[src/hw/rtl/eos_pkg.sv]
`timescale 1ns / 1ps
`default_nettype none
package eos_pkg;

   localparam int ACC_WORD_BITS = 32;
   localparam int ACC_WORDS     = 128;
   localparam int ACC_AW        = 7;
   localparam int MANT_BITS     = 53;
   localparam int PROD_BITS     = 160;
   localparam int STOP_SHIFT    = 162;
   localparam int EXP_W         = 13;
   localparam int NUM_TERMS     = 6;

   localparam logic [1:0] OP_GENERAL = 2'd0;

   localparam logic signed [1:0] SIGN_ZERO = 2'sb00;
   localparam logic signed [1:0] SIGN_POS  = 2'sb01;
   localparam logic signed [1:0] SIGN_NEG  = 2'sb11;

   localparam logic [63:0] DOUBLE_ONE = 64'h3FF0_0000_0000_0000;

   typedef enum logic [2:0] {
      ST_IDLE,
      ST_M1_GO,
      ST_M1_WAIT,
      ST_M2_GO,
      ST_M2_WAIT,
      ST_PICK,
      ST_PASS,
      ST_DONE
   } state_type;

   typedef enum logic [1:0] {
      SRC_ZERO,
      SRC_MEM,
      SRC_EXT
   } src_sel_type;

   typedef struct packed {
      logic [3:0] x;
      logic [3:0] y;
      logic [3:0] z;
      logic       flip;
   } term_sel_type;

   // component order: a=0..2, b=3..5, c=6..8
   function automatic term_sel_type term_sel(input logic [2:0] t);
      term_sel_type s;
      case (t)
         3'd0:    s = '{4'd0, 4'd4, 4'd8, 1'b0};
         3'd1:    s = '{4'd0, 4'd5, 4'd7, 1'b1};
         3'd2:    s = '{4'd1, 4'd5, 4'd6, 1'b0};
         3'd3:    s = '{4'd1, 4'd3, 4'd8, 1'b1};
         3'd4:    s = '{4'd2, 4'd3, 4'd7, 1'b0};
         3'd5:    s = '{4'd2, 4'd4, 4'd6, 1'b1};
         default: s = '{4'd0, 4'd4, 4'd8, 1'b0};
      endcase
      return s;
   endfunction

   function automatic logic [MANT_BITS-1:0] unpack_mant(input logic [10:0] ef,
                                                        input logic [51:0] fr);
      return (ef == 11'd0) ? {1'b0, fr} : {1'b1, fr};
   endfunction

   function automatic logic signed [EXP_W-1:0] unpack_exp(input logic [10:0] ef);
      return (ef == 11'd0) ? -13'sd1074 : ($signed({2'b00, ef}) - 13'sd1075);
   endfunction

endpackage
`default_nettype wire

[src/hw/rtl/eos_mul.sv]
`timescale 1ns / 1ps
`default_nettype none
module eos_mul
   import eos_pkg::*;
(
   input  wire logic         clock,
   input  wire logic         reset,
   input  wire logic         start,
   input  wire logic [127:0] a,
   input  wire logic [63:0]  b,
   output logic              done,
   output logic [191:0]      prod
);

   // 4x2 limb product, one 32x32 multiply per cycle, accumulated the cycle after
   logic        busy_ff;
   logic [2:0]  step_ff;
   logic        pp_valid_ff;
   logic        pp_last_ff;
   logic [2:0]  pp_pos_ff;
   logic [63:0] pp_ff;
   logic [191:0] acc_ff;
   logic        done_ff;

   logic [31:0] a_limb;
   logic [31:0] b_limb;

   assign a_limb = a[{step_ff[2:1], 5'b00000} +: 32];
   assign b_limb = b[{step_ff[0], 5'b00000} +: 32];

   always_ff @(posedge clock) begin
      if (reset) begin
         busy_ff     <= 1'b0;
         step_ff     <= 3'd0;
         pp_valid_ff <= 1'b0;
         pp_last_ff  <= 1'b0;
         done_ff     <= 1'b0;
      end else begin
         done_ff     <= pp_valid_ff & pp_last_ff;
         pp_valid_ff <= busy_ff;
         pp_last_ff  <= busy_ff && (step_ff == 3'd7);
         if (start) begin
            busy_ff <= 1'b1;
            step_ff <= 3'd0;
         end else if (busy_ff) begin
            step_ff <= step_ff + 3'd1;
            if (step_ff == 3'd7) begin
               busy_ff <= 1'b0;
            end
         end
      end
   end

   always_ff @(posedge clock) begin
      pp_ff     <= a_limb * b_limb;
      pp_pos_ff <= {1'b0, step_ff[2:1]} + {2'b00, step_ff[0]};
      if (start) begin
         acc_ff <= '0;
      end else if (pp_valid_ff) begin
         acc_ff <= acc_ff + ({128'd0, pp_ff} << {pp_pos_ff, 5'b00000});
      end
   end

   assign done = done_ff;
   assign prod = acc_ff;

endmodule
`default_nettype wire

[config.mk]
export PLATFORM = sky130hd
export DESIGN_NAME = eos_mul
export DESIGN_NICKNAME = d
export VERILOG_FILES = /design/src/hw/rtl/eos_pkg.sv /design/src/hw/rtl/eos_mul.sv
export SDC_FILE = /design/constraint.sdc
export NUM_CORES = 2
export LEC_CHECK = 0
export BUFFER_PORTS_ARGS = -buffer_cell sky130_fd_sc_hd__buf_4
export CORE_ASPECT_RATIO = 1.2
export CORE_MARGIN = 4
export CORE_UTILIZATION = 40
export CTS_BUF_LIST = sky130_fd_sc_hd__clkbuf_4 sky130_fd_sc_hd__clkbuf_8 sky130_fd_sc_hd__clkbuf_16
export CTS_CLUSTER_DIAMETER = 150
export DETAILED_ROUTE_END_ITERATION = 8
export PLACE_DENSITY = 0.65
export SYNTH_ARGS = -nofsm -noshare
export SYNTH_HDL_FRONTEND = slang
export SYNTH_SLANG_ARGS = --single-unit
[constraint.sdc]
create_clock -name clock -period 12.3 [get_ports clock]
set_input_delay 0.615 -clock clock [delete_from_list [all_inputs] [get_ports clock]]
set_output_delay 0.615 -clock clock [all_outputs]
set_load 0.05 [all_outputs]
Word-level counts from Yosys, hierarchy flattened
Cells that the tools add are included.
{ "op_classes": {"addsub": 3, "multipliers": 1, "div_mod_pow": 0, "n_lt_le_gt_ge": 0, "eq_ne": 1, "shift": 3, "n_mux": 3, "bitwise": 1, "n_reduce_logical": 2} }
{ "ops": {"columns": ["cell", "n"], "rows": [
  ["adder 192 bit", 1],
  ["<< shifter 64 x 8 -> 192 bit", 1],
  ["indexed part select 128 x 8 -> 32 bit", 1],
  ["multiplier 32 x 32 -> 64 bit", 1],
  ["indexed part select 64 x 7 -> 32 bit", 1],
  ["adder 2 x 1 -> 3 bit", 1],
  ["adder 3 x 1 -> 3 bit (second input constant)", 1],
  ["equality test 3 bit (second input constant)", 1],
  ["2-to-1 mux 1 bit", 3],
  ["OR reduction 2 bit", 1],
  ["bitwise AND 1 bit", 1],
  ["logical AND 1 bit", 1]
]} }
{ "totals": {"regBits": 266, "latchBits": 0, "ram_bits": 0, "mem_bits_ro": 0, "output_inout_bits": 193, "mem_count": 0} }

Depth between registers and ports, before layout
{ "logic_depth": {"depth_word": 4, "depth_mapped": 36, "mapped_depth_nobuf": 31} }

Least setup slack after synthesis
No wires, ideal clock.
{ "synth_timing": {"path_kind": "register to register", "startpoint": "reg step_ff[1]", "endpoint": "reg pp_ff[63]", "setup_time_ps": 127, "arrival_ps": 8833, "path_slack_ps": 3340, "path_stages_with_launch": 33, "synth_period_minus_slack_ps": 8960, "cell_sequence": "dfxtp_1 -> clkbuf_1 -> buf_1 -> clkbuf_1 -> mux2i_1 -> nand2_1 -> o21ai_0 -> clkbuf_1 -> nor2_1 -> fa_1 -> inv_1 -> fa_1 -> fa_1 -> fa_1 -> inv_1 -> fa_1 -> fa_1 -> fa_1 -> fa_1 -> ha_1 -> clkbuf_1 -> a21o_1 -> o21bai_1 -> a221o_1 -> a21oi_1 -> nand2b_1 -> nor3b_1 -> o21ai_1 -> a21oi_1 -> o31ai_1 -> a311o_1 -> nor4_1 -> nor3_1"} }
{ "synth_via": {"elab_chain_cells": 2} }
{ "synth_lines": {"columns": ["element", "line_no", "text"], "rows": [
  ["start, declared", "eos_mul.sv:17", "logic [2:0] step_ff;"],
  ["start signal, assigned", "eos_mul.sv:46", "step_ff <= step_ff + 3'd1;"],
  ["indexed part select 128 x 8 -> 32 bit", "eos_mul.sv:28", "assign a_limb = a[{step_ff[2:1], 5'b00000} +: 32];"],
  ["multiplier 32 x 32 -> 64 bit", "eos_mul.sv:55", "pp_ff <= a_limb * b_limb;"],
  ["end signal, assigned", "eos_mul.sv:55", null],
  ["end, declared", "eos_mul.sv:21", "logic [63:0] pp_ff;"]
]} }
No other way between the ends.
A chain may end at the register's enable or synchronous reset.

Worst setup path in the final report
{ "layout_timing": {"startpoint": "reg step_ff[1]", "endpoint": "reg pp_ff[60]"} }
The elaborated chain is that of the path after synthesis.

==> impl_metrics.env <==
export IMPL_drt_iter0_drc=4701
export IMPL_initial_core_util=0.404
export IMPL_slew_violations=0
export IMPL_post_synthesis_register_bit_count=266
export IMPL_dr_pass1_iters=6
export IMPL_reg2regPathDepth=28
export IMPL_finalWirelength_um=256000
export IMPL_setup_worst_path_start_class="flip-flop"
export IMPL_crit_path_end_kind="flip-flop"
export IMPL_synth_simple_gate_area_frac=0.172
export IMPL_hold_violations=0
export IMPL_max_stage_delay_ns=0.80
export IMPL_row_count=151
export IMPL_placeable_core_region_mm2=0.142
export IMPL_cts_resized_gates=0
export IMPL_report_final_setup_viol=0
export IMPL_setup_tns_ns=0
export IMPL_postCtsHoldBufs=0
export IMPL_clock_latency_ns=0.65
export IMPL_place_inst=9102
export IMPL_crit_slowest_cell="sky130_fd_sc_hd__dfxtp_4"
export IMPL_synth_top_family_by_area="adder cells"
export IMPL_globalplace_congestion=1.04
export IMPL_yosysWarnings=0
export IMPL_routed_via_count=53882
export IMPL_worst_slew_pin_slew_ns=1.33
export IMPL_area_delta_synth_final_pct=10.3
export IMPL_clock_skew_ns=0.0295
export IMPL_cts_root_buf="sky130_fd_sc_hd__clkbuf_16"
export IMPL_drive_above_1_share=0.101
export IMPL_worst_r2r_startpoint="step_ff[1]$_SDFFE_PP0P_"
export IMPL_multiInputGateArea_mm2=0.0470
export IMPL_synthesis_area_per_instance_um2=8.00
export IMPL_boundaryPins=388
export IMPL_clk_pin_slew_ns=0.07
export IMPL_holdWs_ns=0.268
export IMPL_timing_critical_path_fanout_max=39
export IMPL_mappedNetlistNets=8695
export IMPL_wl_per_cell_um=27.9
export IMPL_proportion_of_synthesized_area_in_mux_cells=0.0467
export IMPL_synth_enable_flop_cells=0
export IMPL_number_of_global_route_vias_before_repair=55869
export IMPL_buffer_ports_inserted=387
export IMPL_reg2reg_setup_slack_ns=2.27
export IMPL_regToRegEndpoint="pp_ff[60]$_DFF_P_"
export IMPL_cts_tree="done"
export IMPL_clock_path_buffers=3
export IMPL_final_net_count=8844
export IMPL_drt_vias_per_instance=5.88
export IMPL_synthXorXnorAreaFrac=0.0372
export IMPL_crit_required_ns=12.82
export IMPL_ys_types=95
export IMPL_grt_setup_unrepaired="false"
export IMPL_achievable_frequency_mhz=99.7
export IMPL_asyncSetResetFlopFracSynth=0
export IMPL_drv_max_cap_violation_count=0
export IMPL_most_frequent_standard_cell_in_the_layout_excluding_fill_and_tap_cells="sky130_fd_sc_hd__nor2_1"
export IMPL_final_min_clock_period_ns=10.03
export IMPL_post_synth_inst_count=7147
export IMPL_htree_levels=1
export IMPL_hold_path_startpoint="reset"
export IMPL_antenna_found_initial=9
export IMPL_worst_max_slew_margin_expressed_relative_to_the_limit=0.0868
export IMPL_dominant_synthesized_flop_cell="sky130_fd_sc_hd__dfxtp_1"
export IMPL_final_cell_count_no_fill=9158
export IMPL_criticalPathCategory="flip-flop to flip-flop"
export IMPL_hold_path_cell_count=2
export IMPL_most_common_layout_cells="sky130_fd_sc_hd__nor2_1 (1,083), sky130_fd_sc_hd__inv_1 (937), sky130_fd_sc_hd__fa_1 (897)"
export IMPL_synth_area_mm2=0.0572
export IMPL_synth_sequential_area_ratio=0.0931
export IMPL_outcome="completed"
export IMPL_synth_adder_area_share=0.414
export IMPL_postCtsSetupBuffers=0
export IMPL_antenna_violating_nets_post_route=0
export IMPL_final_area_mm2=0.0631
export IMPL_min_delay_path_class="input port to flip-flop"
export IMPL_grt_first_pass_wirelength_um=371000
export IMPL_cts_num_sinks=266
export IMPL_grt_usage=0.335
export IMPL_critical_path_top_cell_by_count="sky130_fd_sc_hd__fa_1"
export IMPL_drc_errors=0
export IMPL_design_die_area_mm2=0.149
export IMPL_tritoncts_num_buffers=28
export IMPL_synth_compound_gate_area_share=0.147
export IMPL_seq_area_mm2=0.00534
export IMPL_timing_final_crit_share=0.816
export IMPL_place_area_mm2=0.0621
export IMPL_die_h_um=422
export IMPL_detailedPlacementHpwl_um=208000
export IMPL_die_width_um=353
export IMPL_largest_net_degree_at_the_start_of_global_routing=90
export IMPL_critical_path_arrival_ns=10.56
export IMPL_worstHoldEndpoint="done$_SDFF_PP0_"
export IMPL_fillerInstances=14169
export IMPL_overflow=0
## logic make-up (layout without fill, tap and decap cells)
family,count (synthesis),in the layout
DFF,266,266
adders and majority gates,1353,1353
xor gates and xnor gates,243,243
other,0,4
and+or+nand+nor,2351,2351
buffers and inverters,1339,1510
muxes,259,259
AOI/OAI and AO/OA,1336,1336
## worst max-delay path by stage
stage	start	end	slack [ns]
6_report	step_ff[1]$_SDFFE_PP0P_	pp_ff[60]$_DFF_P_	2.27
5_1_grt	step_ff[1]$_SDFFE_PP0P_	pp_ff[56]$_DFF_P_	1.89
4_1_cts	step_ff[1]$_SDFFE_PP0P_	pp_ff[60]$_DFF_P_	2.34
3_5_place_dp	step_ff[1]$_SDFFE_PP0P_	pp_ff[60]$_DFF_P_	2.36
3_3_place_gp	step_ff[1]$_SDFFE_PP0P_	pp_ff[60]$_DFF_P_	2.48
2_1_floorplan	step_ff[1]$_SDFFE_PP0P_	pp_ff[63]$_DFF_P_	3.34
## layer usage
layer,global-route usage,part of all wire,wire length (µm)
met1,0.389,0.36,92600
met2,0.556,0.46,117000
met3,0.0559,0.083,21100
met4,0.249,0.095,24400
met5,0,0.000051,13
## synth_stat cells (all sizes together) (24+ instances only)
library cell  instances  area (µm²)
xnor2               154        1350
nor3                 74         380
clkbuf              328        1230
ha                  456        5710
nand3                47         235
nor2               1087        4080
a22o                 35         307
nand2               837        3140
buf                  73         362
o21ai               334        1680
and2                 36         225
mux2i               195        1950
a21o                147        1100
nand2b               26         163
o21a                 68         510
a31oi                37         246
dfxtp               266        5330
nor4                 24         171
a22oi                34         255
o21bai               85         638
a21oi               425        2160
xor2                 89         780
mux2                 64         721
fa                  897       18000
inv                 938        3520
nand4               139         876
## registers in the layout, indices dropped and copies added (netlist names)
signal,flops
pp_pos_ff,3
step_ff,3
pp_last_ff,1
pp_valid_ff,1
done,1
prod,192
pp_ff,64
busy_ff,1
## metrics by stage
| stage | setup slack (ns) | util |
|---|---|---|
| after floorplan | 3.34 | - |
| after global placement | 2.48 | 0.439 |
| after detailed placement | 2.36 | 0.439 |
| after CTS | 2.34 | 0.446 |
| after global routing | 1.89 | 0.446 |
| final | 2.27 | 0.446 |
## worst max-delay path: cells and delay by family, from the launching register on
family | cells | cell delay [ns]
DFF | 1 | 0.80
xor gates and xnor gates | 1 | 0.16
AOI/OAI and AO/OA | 10 | 3.17
and+or+nand+nor | 2 | 0.41
adders and majority gates | 9 | 4.20
muxes | 1 | 0.42
buffers and inverters | 5 | 0.69
## final cells by class
type	instances	share of cell area
Antenna cell	4	0.000159
Sequential cell	266	0.0847
Clock inverter	23	0.00419
Clock buffer	29	0.0115
Tap cell	1836	0.0364
Timing Repair Buffer	520	0.0619
Multi-Input combinational cell	5542	0.745
Inverter	938	0.0558
Power is left out: the tool's default activity adds up to more than one toggle a clock period on the data nets, which glitch-free logic cannot reach.
